File: config.mk
export PLATFORM = sky130hd
export DESIGN_NAME = atan2_rational_approx
export DESIGN_NICKNAME = d
export VERILOG_FILES = /design/src/rtl/at2_pkg.sv /design/src/rtl/at2_div.sv /design/src/rtl/atan2_rational_approx.sv
export SDC_FILE = /design/constraint.sdc
export NUM_CORES = 2
export LEC_CHECK = 0
export ABC_AREA = 1
export BUFFER_PORTS_ARGS = -buffer_cell sky130_fd_sc_hd__buf_2
export CORE_AREA = 5 5 478 480
export DETAILED_ROUTE_END_ITERATION = 10
export DIE_AREA = 0 0 483 485
export PLACE_DENSITY = 0.52
export SETUP_SLACK_MARGIN = 0.5
export SLEW_MARGIN = 20
export SYNTH_ARGS = -nofsm -noshare
export SYNTH_HDL_FRONTEND = slang
export SYNTH_SLANG_ARGS = --single-unit
File: constraint.sdc
create_clock -name clk -period 8.05 [get_ports clk]
set_clock_uncertainty 0.2 [all_clocks]
set_input_delay 0.805 -clock clk [delete_from_list [all_inputs] [get_ports clk]]
set_output_delay 0.805 -clock clk [all_outputs]
set_load 0.1 [all_outputs]
File: src/rtl/at2_pkg.sv
// Shared constants, widths and types for the atan2 rational approximation block.
package at2_pkg;

  // Coordinate width; the magnitude and remainder widths below follow from it (range 8..32).
  localparam int COORD_BITS = 16;

  // Magnitudes and denominators reach 2^COORD_BITS.
  localparam int MAG_W = COORD_BITS + 1;
  // Partial remainder of the divider: one bit of headroom for the shift.
  localparam int REM_W = COORD_BITS + 2;

  // Ratio r is signed Q1.15.
  localparam int R_FRAC = 15;
  localparam int R_W    = R_FRAC + 1;
  // Raw quotient floor(a * 2^(R_FRAC+1) / d), a <= d, so it needs R_FRAC + 2 bits.
  localparam int QUO_W  = R_FRAC + 2;

  // Polynomial products.
  localparam int R2_W  = 2 * R_W;
  localparam int R3_W  = 3 * R_W;
  localparam int LIN_W = 2 * R_W;
  localparam int P3_W  = R3_W + 14;
  localparam int SUM_W = P3_W + 1;
  // Sum is at 3*R_FRAC + 15 = 60 fraction bits; the angle keeps 13.
  localparam int SUM_FRAC = 4 * R_FRAC;
  localparam int ANG_FRAC = 13;
  localparam int RND_SH   = SUM_FRAC - ANG_FRAC;
  localparam int LIN_SH   = SUM_FRAC - 2 * R_FRAC;

  // Angle is signed Q3.13; the wide form has room for offset and negation.
  localparam int ANG_W  = 16;
  localparam int ANGX_W = ANG_W + 2;

  localparam logic signed [R_W-1:0] R_MAX  = 16'sd32767;
  localparam logic signed [R_W-1:0] C_CUBE = 16'sd6432;   // 0.1963 in Q1.15
  localparam logic signed [R_W-1:0] C_LIN  = 16'sd32169;  // 0.9817 in Q1.15

  localparam logic signed [ANG_W-1:0] Q_PI_4  = 16'sd6434;
  localparam logic signed [ANG_W-1:0] Q_PI_2  = 16'sd12868;
  localparam logic signed [ANG_W-1:0] Q_3PI_4 = 16'sd19302;
  localparam logic signed [ANG_W-1:0] Q_PI    = 16'sd25736;

  // Flags that ride along with each transaction down the pipeline.
  typedef struct packed {
    logic valid;
    logic xzero;  // x == 0: angle is +-pi/2, ratio path ignored
    logic ypos;   // y > 0
    logic yneg;   // y < 0: negate the angle
    logic xneg;   // x < 0: offset 3pi/4 instead of pi/4
  } at2_tag_t;

endpackage

File: src/rtl/at2_div.sv
// Pipelined restoring divider: one quotient bit per register stage.
module at2_div (
  input  logic                         clk,
  input  logic                         rst_n,
  input  at2_pkg::at2_tag_t            in_tag,
  input  logic [at2_pkg::MAG_W-1:0]    in_mag,
  input  logic [at2_pkg::MAG_W-1:0]    in_den,
  input  logic                         in_nneg,
  output at2_pkg::at2_tag_t            out_tag,
  output logic [at2_pkg::QUO_W-1:0]    out_quo,
  output logic                         out_nneg
);
  import at2_pkg::*;

  at2_tag_t          tag_r  [QUO_W];
  logic [REM_W-1:0]  rem_r  [QUO_W];
  logic [QUO_W-1:0]  quo_r  [QUO_W];
  logic [MAG_W-1:0]  den_r  [QUO_W];
  logic              nneg_r [QUO_W];

  // Stage inputs: stage 0 from the ports, stage i from stage i-1.
  at2_tag_t          src_tag  [QUO_W];
  logic [REM_W-1:0]  src_part [QUO_W];
  logic [QUO_W-1:0]  src_quo  [QUO_W];
  logic [MAG_W-1:0]  src_den  [QUO_W];
  logic              src_nneg [QUO_W];

  logic              ge       [QUO_W];
  logic [REM_W-1:0]  rem_nxt  [QUO_W];
  logic [QUO_W-1:0]  quo_nxt  [QUO_W];

  always_comb begin
    src_tag[0]  = in_tag;
    src_part[0] = REM_W'(in_mag);   // a <= d, so the top quotient bit is a >= d
    src_quo[0]  = '0;
    src_den[0]  = in_den;
    src_nneg[0] = in_nneg;
    for (int i = 1; i < QUO_W; i++) begin
      src_tag[i]  = tag_r[i-1];
      src_part[i] = {rem_r[i-1][REM_W-2:0], 1'b0};
      src_quo[i]  = quo_r[i-1];
      src_den[i]  = den_r[i-1];
      src_nneg[i] = nneg_r[i-1];
    end
  end

  always_comb begin
    for (int i = 0; i < QUO_W; i++) begin
      ge[i]      = src_part[i] >= REM_W'(src_den[i]);
      rem_nxt[i] = ge[i] ? (src_part[i] - REM_W'(src_den[i])) : src_part[i];
      quo_nxt[i] = {src_quo[i][QUO_W-2:0], ge[i]};
    end
  end

  always_ff @(posedge clk) begin
    if (!rst_n) begin
      for (int i = 0; i < QUO_W; i++) tag_r[i] <= '0;
    end else begin
      for (int i = 0; i < QUO_W; i++) tag_r[i] <= src_tag[i];
    end
  end

  always_ff @(posedge clk) begin
    for (int i = 0; i < QUO_W; i++) begin
      rem_r[i]  <= rem_nxt[i];
      quo_r[i]  <= quo_nxt[i];
      den_r[i]  <= src_den[i];
      nneg_r[i] <= src_nneg[i];
    end
  end

  assign out_tag  = tag_r[QUO_W-1];
  assign out_quo  = quo_r[QUO_W-1];
  assign out_nneg = nneg_r[QUO_W-1];

endmodule

File: src/rtl/atan2_rational_approx.sv
// Top level: pipelined atan2 approximation, ratio divider plus cubic polynomial.
// Throughput: one transaction per cycle; busy is low except during reset and the cycle after it.
// The 17-stage bit-per-stage divider sets the depth; three multiplier stages follow.
// Reset (rst_n low, synchronous) clears all valid bits; no output is pending after it.
// The receiver cannot stall: each result shows for exactly one cycle on out_valid.
module atan2_rational_approx (
  input  logic                                  clk,
  input  logic                                  rst_n,
  input  logic                                  start,
  output logic                                  busy,
  input  logic signed [at2_pkg::COORD_BITS-1:0] in_coord_y,
  input  logic signed [at2_pkg::COORD_BITS-1:0] in_coord_x,
  output logic                                  out_valid,
  output logic signed [at2_pkg::ANG_W-1:0]      out_angle
);
  import at2_pkg::*;

  // accept edge -> edge at which the result is taken
  localparam int LATENCY = QUO_W + 7;

  logic accepted;
  logic busy_r;

  // Apart from reset itself, only the cycle right after reset refuses a transaction.
  always_ff @(posedge clk) begin
    if (!rst_n) begin
      busy_r <= 1'b1;
    end else begin
      busy_r <= 1'b0;
    end
  end

  assign busy     = busy_r;
  assign accepted = start && !busy_r;

  // ---------------------------------------------------------------
  // Stage 0: fold the quadrant into numerator / denominator.
  //   x >= 0: num = x - |y|, den = x + |y|
  //   x <  0: num = x + |y|, den = |y| - x
  // |num| <= den always, so r stays within [-1, 1].
  // ---------------------------------------------------------------
  logic signed [REM_W-1:0] x_s, y_s, ay_s, num_s, den_s;
  logic                    xneg;
  at2_tag_t                s0_tag_nxt, s0_tag_r;
  logic [MAG_W-1:0]        s0_mag_nxt, s0_mag_r;
  logic [MAG_W-1:0]        s0_den_nxt, s0_den_r;
  logic                    s0_nneg_nxt, s0_nneg_r;

  always_comb begin
    x_s   = {{(REM_W-COORD_BITS){in_coord_x[COORD_BITS-1]}}, in_coord_x};
    y_s   = {{(REM_W-COORD_BITS){in_coord_y[COORD_BITS-1]}}, in_coord_y};
    ay_s  = y_s[REM_W-1] ? -y_s : y_s;
    xneg  = x_s[REM_W-1];
    num_s = xneg ? (x_s + ay_s) : (x_s - ay_s);
    den_s = xneg ? (ay_s - x_s) : (x_s + ay_s);

    s0_tag_nxt.valid = accepted;
    s0_tag_nxt.xzero = (in_coord_x == '0);
    s0_tag_nxt.ypos  = !in_coord_y[COORD_BITS-1] && (in_coord_y != '0);
    s0_tag_nxt.yneg  = in_coord_y[COORD_BITS-1];
    s0_tag_nxt.xneg  = xneg;

    s0_nneg_nxt = num_s[REM_W-1];
    s0_mag_nxt  = s0_nneg_nxt ? MAG_W'(-num_s) : MAG_W'(num_s);
    s0_den_nxt  = MAG_W'(den_s);
  end

  always_ff @(posedge clk) begin
    if (!rst_n) begin
      s0_tag_r <= '0;
    end else begin
      s0_tag_r <= s0_tag_nxt;
    end
  end

  always_ff @(posedge clk) begin
    s0_mag_r  <= s0_mag_nxt;
    s0_den_r  <= s0_den_nxt;
    s0_nneg_r <= s0_nneg_nxt;
  end

  // ---------------------------------------------------------------
  // Divider: quo = floor(|num| * 2^16 / den), one bit per stage.
  // den is zero only at the origin, where the x == 0 path wins.
  // ---------------------------------------------------------------
  at2_tag_t         dv_tag;
  logic [QUO_W-1:0] dv_quo;
  logic             dv_nneg;

  at2_div u_div (
    .clk      (clk),
    .rst_n    (rst_n),
    .in_tag   (s0_tag_r),
    .in_mag   (s0_mag_r),
    .in_den   (s0_den_r),
    .in_nneg  (s0_nneg_r),
    .out_tag  (dv_tag),
    .out_quo  (dv_quo),
    .out_nneg (dv_nneg)
  );

  // ---------------------------------------------------------------
  // Round stage: q = (quo + 1) >> 1 is |num|/den in Q1.15, rounded
  // half away from zero. +1 saturates to R_MAX; -1 fits as is.
  // ---------------------------------------------------------------
  logic [QUO_W-1:0]        q_half;
  logic signed [R_W-1:0]   r_nxt, r_r;
  at2_tag_t                rd_tag_r;

  always_comb begin
    q_half = QUO_W'(({1'b0, dv_quo} + (QUO_W+1)'(1)) >> 1);
    if (dv_nneg) begin
      r_nxt = R_W'(~q_half + QUO_W'(1));
    end else if (q_half > QUO_W'(R_MAX)) begin
      r_nxt = R_MAX;
    end else begin
      r_nxt = R_W'(q_half);
    end
  end

  // ---------------------------------------------------------------
  // Multiplier stages, one product per register:
  //   m1: r^2 and C_LIN * r
  //   m2: r^3
  //   m3: C_CUBE * r^3
  // ---------------------------------------------------------------
  logic signed [R_W-1:0]   m1_r_r;
  logic signed [R2_W-1:0]  m1_r2_r;
  logic signed [LIN_W-1:0] m1_lin_r, m2_lin_r, m3_lin_r;
  logic signed [R3_W-1:0]  m2_r3_r;
  logic signed [P3_W-1:0]  m3_p3_r;
  at2_tag_t                m1_tag_r, m2_tag_r, m3_tag_r;

  // Sum stage: exact at 60 fraction bits, then round half up to Q3.13.
  logic signed [SUM_W-1:0] sum_s;
  logic signed [ANG_W-1:0] rnd_nxt, rnd_r;
  at2_tag_t                sm_tag_r;

  always_comb begin
    sum_s = {{(SUM_W-P3_W){m3_p3_r[P3_W-1]}}, m3_p3_r}
          - ({{(SUM_W-LIN_W){m3_lin_r[LIN_W-1]}}, m3_lin_r} <<< LIN_SH)
          + (SUM_W'(1) <<< (RND_SH - 1));
    rnd_nxt = sum_s[RND_SH +: ANG_W];
  end

  // Final stage: add the quadrant offset, mirror for negative y, clamp; x == 0 gives +-pi/2.
  logic signed [ANGX_W-1:0] base_s, sgn_s;
  logic signed [ANG_W-1:0]  ang_nxt, out_angle_r;
  logic                     out_valid_r;

  always_comb begin
    base_s = ANGX_W'(rnd_r)
           + ANGX_W'(sm_tag_r.xneg ? Q_3PI_4 : Q_PI_4);
    sgn_s  = sm_tag_r.yneg ? -base_s : base_s;
    if (sm_tag_r.xzero) begin
      ang_nxt = sm_tag_r.ypos ? Q_PI_2 : -Q_PI_2;
    end else if (sgn_s > ANGX_W'(Q_PI)) begin
      ang_nxt = Q_PI;
    end else if (sgn_s < -ANGX_W'(Q_PI)) begin
      ang_nxt = -Q_PI;
    end else begin
      ang_nxt = ANG_W'(sgn_s);
    end
  end

  // valid bits and flags
  always_ff @(posedge clk) begin
    if (!rst_n) begin
      rd_tag_r    <= '0;
      m1_tag_r    <= '0;
      m2_tag_r    <= '0;
      m3_tag_r    <= '0;
      sm_tag_r    <= '0;
      out_valid_r <= 1'b0;
    end else begin
      rd_tag_r    <= dv_tag;
      m1_tag_r    <= rd_tag_r;
      m2_tag_r    <= m1_tag_r;
      m3_tag_r    <= m2_tag_r;
      sm_tag_r    <= m3_tag_r;
      out_valid_r <= sm_tag_r.valid;
    end
  end

  // datapath
  always_ff @(posedge clk) begin
    r_r         <= r_nxt;
    m1_r_r      <= r_r;
    m1_r2_r     <= r_r * r_r;
    m1_lin_r    <= r_r * C_LIN;
    m2_r3_r     <= m1_r2_r * m1_r_r;
    m2_lin_r    <= m1_lin_r;
    m3_p3_r     <= m2_r3_r * C_CUBE;
    m3_lin_r    <= m2_lin_r;
    rnd_r       <= rnd_nxt;
    out_angle_r <= ang_nxt;
  end

  assign out_valid = out_valid_r;
  assign out_angle = out_angle_r;

  // ---------------------------------------------------------------
  // Assertions
  // ---------------------------------------------------------------
  a_lat_fwd: assert property (@(posedge clk) disable iff (!rst_n)
    accepted |-> ##LATENCY out_valid)
    else $error("accepted transaction produced no result at the expected cycle");

  a_lat_back: assert property (@(posedge clk) disable iff (!rst_n)
    out_valid |-> $past(accepted, LATENCY))
    else $error("result strobe without a matching accepted transaction");

  a_range: assert property (@(posedge clk) disable iff (!rst_n)
    out_valid |-> (out_angle <= Q_PI) && (out_angle >= -Q_PI))
    else $error("angle outside -pi..pi");

  a_axis_pos: assert property (@(posedge clk) disable iff (!rst_n)
    (accepted && in_coord_x == '0 && !in_coord_y[COORD_BITS-1] && in_coord_y != '0)
      |-> ##LATENCY (out_angle == Q_PI_2))
    else $error("positive y axis did not give +pi/2");

  a_axis_neg: assert property (@(posedge clk) disable iff (!rst_n)
    (accepted && in_coord_x == '0 && (in_coord_y[COORD_BITS-1] || in_coord_y == '0))
      |-> ##LATENCY (out_angle == -Q_PI_2))
    else $error("negative y axis or origin did not give -pi/2");

endmodule

Yosys cells after proc, flatten, opt, wreduce, memory -nomap -nowiden
Memories as Yosys holds them, arrays and structs flattened. A register that Yosys moved wholly into a read port is not among the register bits.
Cells that the tools add are included.
{"block": "totals", "reg_bits": 359, "mem_bits_rw": 986, "input_bits": 35, "out_inout_bits": 18, "elab_cells": 170, "memories": 5}
{"memory": "u_div.rem_r", "words": 17, "width": 18, "read_ports": 16, "rd_ports_with_merged_regs": 0, "write_ports": 17, "line": "at2_div.sv:16", "source": "logic [REM_W-1:0] rem_r [QUO_W];"}
{"memory": "u_div.den_r", "words": 17, "width": 17, "read_ports": 16, "rd_ports_with_merged_regs": 0, "write_ports": 17, "line": "at2_div.sv:18", "source": "logic [MAG_W-1:0] den_r [QUO_W];"}
{"memory": "u_div.quo_r", "words": 17, "width": 17, "read_ports": 17, "rd_ports_with_merged_regs": 0, "write_ports": 17, "line": "at2_div.sv:17", "source": "logic [QUO_W-1:0] quo_r [QUO_W];"}
{"memory": "u_div.tag_r", "words": 17, "width": 5, "read_ports": 17, "rd_ports_with_merged_regs": 1, "write_ports": 17, "line": "at2_div.sv:15", "source": "at2_tag_t tag_r [QUO_W];"}
{"memory": "u_div.nneg_r", "words": 17, "width": 1, "read_ports": 17, "rd_ports_with_merged_regs": 0, "write_ports": 17, "line": "at2_div.sv:19", "source": "logic nneg_r [QUO_W];"}
{"block": "op_classes", "add_sub_neg": 28, "n_mul": 4, "order_cmp": 20, "muxes": 48, "bitwise": 18, "n_reduce_logical": 7}
{"operator": "18-bit 2-to-1 mux", "n": 20}
{"operator": "18-bit by 17-bit >= comparator with 1-bit output", "n": 16}
{"operator": "18-bit by 17-bit subtractor with 18-bit output", "n": 16}
{"operator": "16-bit 2-to-1 mux", "n": 6}
{"operator": "5-bit 2-to-1 mux", "n": 17}
{"operator": "63-bit by 47-bit adder with 63-bit output, second input constant", "n": 1}
{"operator": "62-bit by 62-bit subtractor with 63-bit output", "n": 1}
{"operator": "48-bit by 9-bit multiplier with 57-bit output, second input constant", "n": 1}
{"operator": "32-bit by 16-bit multiplier with 48-bit output", "n": 1}
{"operator": "17-bit 2-to-1 mux", "n": 2}
{"operator": "16-bit by 16-bit multiplier with 32-bit output", "n": 1}
{"operator": "16-bit by 16-bit multiplier with 32-bit output, second input constant", "n": 1}
{"operator": "16-bit by 18-bit adder with 18-bit output", "n": 1}
{"operator": "17-bit by 1-bit adder with 18-bit output, second input constant", "n": 1}
{"operator": "18-bit by 16-bit greater-than comparator with 1-bit output, second input constant", "n": 1}
{"operator": "18-bit by 16-bit < comparator with 1-bit output, second input constant", "n": 1}
{"operator": "16-bit negation with 18-bit output", "n": 1}
{"operator": "17-bit negation with 18-bit output", "n": 1}
{"operator": "16-bit by 18-bit subtractor with 18-bit output", "n": 1}
{"operator": "17-bit by 17-bit subtractor with 18-bit output", "n": 1}
{"operator": "16-bit by 16-bit adder with 17-bit output", "n": 1}
{"operator": "17-bit >= comparator", "n": 1}
{"operator": "17-bit by 15-bit greater-than comparator with 1-bit output, second input constant", "n": 1}
{"operator": "17-bit negation", "n": 1}
{"operator": "10 further kinds", "n": 30}

Longest topological paths before layout
{"block": "logic_depth", "depth_word": 8, "ltp_mapped": 30, "mapped_depth_nobuf": 29}

Modules after synthesis
Synthesis repeated with hierarchy kept, for this count alone.
{"block": "hier_totals", "hier_cells": 12587, "hier_area_um2": 95555.4}
{"mod": "atan2_rational_approx", "n_inst": 1, "cells_each": 7036, "area_per_inst_um2": 56469.2, "seq_area_each_um2": 7126.8}
{"mod": "at2_div", "n_inst": 1, "cells_each": 5551, "area_per_inst_um2": 39086.2, "seq_area_each_um2": 15995.3}

Least setup slack after synthesis
No wires, ideal clock.
{"block": "synth_path", "kind": "reg2reg", "start": "register r_r[15]", "end": "register m1_r2_r[30]", "setup_time_ns": 0.072, "arrival_ns": 6.367, "slack_ns": 1.412, "path_stages_with_launch": 24, "path_buffers": 2, "synth_period_minus_slack_ns": 6.638, "path_cell_list": "dfxtp_1 -> clkbuf_1 -> buf_1 -> nand2_1 -> inv_1 -> fa_1 -> fa_1 -> inv_1 -> fa_1 -> inv_1 -> fa_1 -> inv_1 -> fa_1 -> inv_1 -> fa_1 -> ha_1 -> nand2_1 -> nor2_1 -> nand2_1 -> or4_1 -> o221ai_1 -> nand2_1 -> nand2_1 -> xor2_1"}
{"block": "synth_between", "elab_chain_len": 1}
{"item": "from (decl)", "line": "atan2_rational_approx.sv:107", "source": "logic signed [R_W-1:0] r_nxt, r_r;"}
{"item": "from (signal assigned)", "line": "atan2_rational_approx.sv:187", "source": "r_r <= r_nxt;"}
{"item": "16-bit by 16-bit multiplier with 32-bit output", "line": "atan2_rational_approx.sv:189", "source": "m1_r2_r <= r_r * r_r;"}
{"item": "to (signal assigned)", "line": "atan2_rational_approx.sv:189"}
{"item": "to (decl)", "line": "atan2_rational_approx.sv:128", "source": "logic signed [R2_W-1:0] m1_r2_r;"}
No other way between the ends.
A chain may end at the register's enable or synchronous reset.

Final worst setup path
{"block": "layout_path", "start": "register m1_r_r[7]", "end": "register m2_r3_r[42]"}
{"block": "layout_between", "elab_chain_len": 1}
{"item": "from (decl)", "line": "atan2_rational_approx.sv:127", "source": "logic signed [R_W-1:0] m1_r_r;"}
{"item": "from (signal assigned)", "line": "atan2_rational_approx.sv:188", "source": "m1_r_r <= r_r;"}
{"item": "32-bit by 16-bit multiplier with 48-bit output", "line": "atan2_rational_approx.sv:191", "source": "m2_r3_r <= m1_r2_r * m1_r_r;"}
{"item": "to (signal assigned)", "line": "atan2_rational_approx.sv:191"}
{"item": "to (decl)", "line": "atan2_rational_approx.sv:130", "source": "logic signed [R3_W-1:0] m2_r3_r;"}
No other way between the ends.

==> metrics.md <==
| Metric | Value |
|---|---|
| Cell area after synthesis | 88,860 um^2 |
| Max transition margin | 0.3001 |
| Vias post-DR | 66,650 |
| Setup crit start kind | register |
| Crit Path Max Fanout | 19 |
| Post-synth top area share | 0.2602 |
| R2r endpoint | m2_r3_r[42] |
| Latest clock arrival within the worst-skew pair | 0.80 ns |
| Via count of the first global-routing pass | 69,790 |
| Residual DRC | 0 |
| Chip Height | 485 um |
| Initial antenna violation count | 7 |
| Commonest non-fill, non-tap cell in the layout | inv_1 |
| Syn_area_per_cell | 8.269 um^2 |
| Worst EP required | 8.49 ns |
| Seq/Total Area, Yosys | 0.2602 |
| Worst R2R Setup Slack | 0.94 ns |
| Crit path max-delay family | adder cells |
| FF-to-FF Start | m1_r_r[7] |
| RSZ-0062 raised after global routing | false |
| Largest net degree at the start of global routing | 45 |
| Sum Neg Setup Slack | 0 ns |
| Final GP Congestion | 0.9107 |
| Hpwl dp | 196.5 mm |
| Synth area leaders | dfxtp_1, fa_1, ha_1 |
| Flops & latches, synth | 1,155 |
| Post_cts resized | 0 |
| Ratio of cells with drive above 1 in the final layout | 0.03856 |
| Dominant cell type by area after synthesis | dfxtp_1 |
| Number of clock sinks | 1,155 |
| Fin cells | 13,890 |
| Fillcell total | 22,500 |
| Hold Crit Endpoint | s0_tag_r[3] |
| Clk slew on worst S/H paths | 0.06 ns |
| Max Cap Viol | 0 |
| Final-report setup violation count | 0 |
| Die W | 483 um |
| Syn. warnings | 0 |
| Antenna-violating nets left | 0 |
| Worst Hold Path Cells | 2 |
| Library cells used by synthesis | 64 |
| Post-synth top flop | dfxtp_1 |
| Top cell by count, worst path | fa_1 |
| Worst-path cell chain | buf_4, nand2_1, fa_1, inv_1, fa_1, fa_1, fa_1, fa_1, inv_1, fa_1, inv_1, ha_1, nand2_1, nor2_1, inv_1, nor3_1, a21oi_1, o21ai_0, nand2_1, o211ai_1, a21oi_1, xnor2_1 |
| Dpl ws | 0.8886 ns |
| Synth Instances | 10,750 |
| Status | completed |
| Die ar. | 234,300 um^2 |
| Grt ovf | 0 |
| Global-route wire length before repair | 380.1 mm |
| Layout area overhead | 9.320% |
| Clock tree buffer depth | 3 |
| Core area | 223,800 um^2 |
| CTS Buf Count | 134 |
| Overall Global Routing Usage | 0.2019 |
| CP max-delay cell | dfxtp_1 |
| Worst-margin pin slew | 1.048 ns |
| Fin. Hold Viols | 0 |
| Crit Path Class | reg2reg |
| Fin nets | 12,710 |
| CP max stage delay | 0.72 ns |
| Ports | 53 |
| PortBufs | 52 |
| DRT iter0 DRCs | 3,675 |
| Final slew viol count | 0 |
| Worst setup margin | 0.9446 ns |
| Row cnt | 174 |
| Vias per cell | 4.799 |
| Number of synthesized flops with an enable pin | 0 |
| Initial Util | 0.3970 |
| Final Cycle Share | 0.8827 |
| HP Start | in_coord_x[7] |
| TritonCTS clock tree | yes |
| WP buf/inv | 5 |
| Worst Reg-to-Reg Cells | 22 |
| Drt first pass iters | 6 |
| Tmin final | 7.105 ns |
| Worst hold path type | in2reg |
| # placed instances | 13,650 |
| Postcts setup bufs | 0 |
| Endpoint class of the critical path | register |
| Commonest cells after routing, fill and taps aside | inv_1, nand2_1, dfxtp_1 |
| Fraction of registers with async set/reset | 0 |
| Fmax | 140.7 MHz |
| H-tree levels | 4 |
| Routed wire length | 236.4 mm |
| Drt wl/cell | 17.02 um |
| CP Data Arrival Time | 7.55 ns |
| Root buf cell | clkbuf_16 |
[area by class of cell]
| cell class | instances | area [um^2] | area share |
|---|---|---|---|
| Clock buffer | 178 | 3720 | 0.03829 |
| Inverter | 2557 | 9598 | 0.09880 |
| Clock inverter | 57 | 834.6 | 0.008591 |
| Timing Repair Buffer | 120 | 790.8 | 0.008140 |
| Tap cell | 2992 | 3744 | 0.03854 |
| Sequential cell | 1155 | 23130 | 0.2381 |
| Multi-Input combinational cell | 6826 | 55320 | 0.5695 |
| Antenna cell | 2 | 5.005 | 0.00005152 |
[Yosys cell counts (all sizes together), types with 3 or more instances]
library cell,n
or2,25
a21boi,13
and3,9
o21bai,26
nor2,706
fa,954
a21oi,873
a211oi,3
clkbuf,182
a221oi,7
nand4,61
o2111ai,3
and2,6
o21ai,390
a31oi,77
buf,33
o41ai,4
inv,2556
o31ai,25
nand3b,13
o221ai,18
nor3,57
nand3,226
a21o,35
o21a,34
ha,929
o211ai,23
xnor2,200
nor4,34
dfxtp,1155
xor2,295
o311ai,3
nand2,1751
[flip-flops by register name, summed over array words and instances, names as in the netlist, 17 cells and up]
register,count
m3_p3_r,56
u_div.nneg_r,17
m3_lin_r,32
s0_den_r,17
m1_lin_r,32
u_div.den_r,272
m2_lin_r,31
m1_r2_r,30
u_div.rem_r,272
m2_r3_r,48
u_div.tag_r,85
u_div.quo_r,153
[kinds of logic (layout without fill, tap and decap cells)]
kind of cell               after synthesis  count (layout)  synth area share
and+or+nand+nor                       2895            2895            0.1323
other                                    2              11        0.00008452
DFF                                   1155            1155            0.2602
buffers and inverters                 2772            2912            0.1178
AOI/OAI and AO/OA                     1543            1543           0.09496
adders and majority gates             1883            1883            0.3457
xor gates and xnor gates               495             495           0.04879
muxes                                    1               1         0.0001267
[worst reg2reg max path: cells and delay by family, from the launching register on]
family,cells,cell delay (ns)
adders and majority gates,7,3.41
and+or+nand+nor,5,0.96
DFF,1,0.72
AOI/OAI and AO/OA,4,0.90
buffers and inverters,5,0.64
xor gates and xnor gates,1,0.14
[metrics by stage]
step                      area, um^2  hold WS, ns    util
after CTS                      97110     0.009028  0.4339
after global routing           97140      0.02414  0.4340
after floorplan                88890       0.1096       -
final                          97140      0.09654  0.4340
after global placement         92540       0.1103  0.4135
after detailed placement       92540       0.1121  0.4135
[worst max path at each step]
| stage | start | end | slack (ns) | cells after the start |
|---|---|---|---|---|
| 5_1_grt | m1_r_r[3] | m2_r3_r[34] | 0.60 | 21 |
| 2_1_floorplan | r_r[15] | m1_r2_r[30] | 1.41 | 23 |
| 4_1_cts | m1_r_r[4] | m2_r3_r[47] | 0.81 | 24 |
| 3_5_place_dp | m1_r_r[4] | m2_r3_r[47] | 0.89 | 21 |
| 6_report | m1_r_r[7] | m2_r3_r[42] | 0.94 | 22 |
| 3_3_place_gp | m1_r_r[4] | m2_r3_r[47] | 0.87 | 23 |
[repair_timing]
item	4_1_cts	5_1_grt
setup endpoints to repair	0	0
hold buffers	2	0
endpoints found under the hold margin	2	0
[layer usage]
metal | GRT usage | vias to the layer above | part of all wire
met3 | 0.02443 | 368 | 0.034
met4 | 0.07229 | 0 | 0.037
li1 | - | 33000 | -
met5 | 0 | - | 0
met1 | 0.2494 | 31980 | 0.43
met2 | 0.3619 | 1300 | 0.50
Power is not shown: default switching activity piles up to over one toggle a cycle in this logic, so the estimate is an artifact.
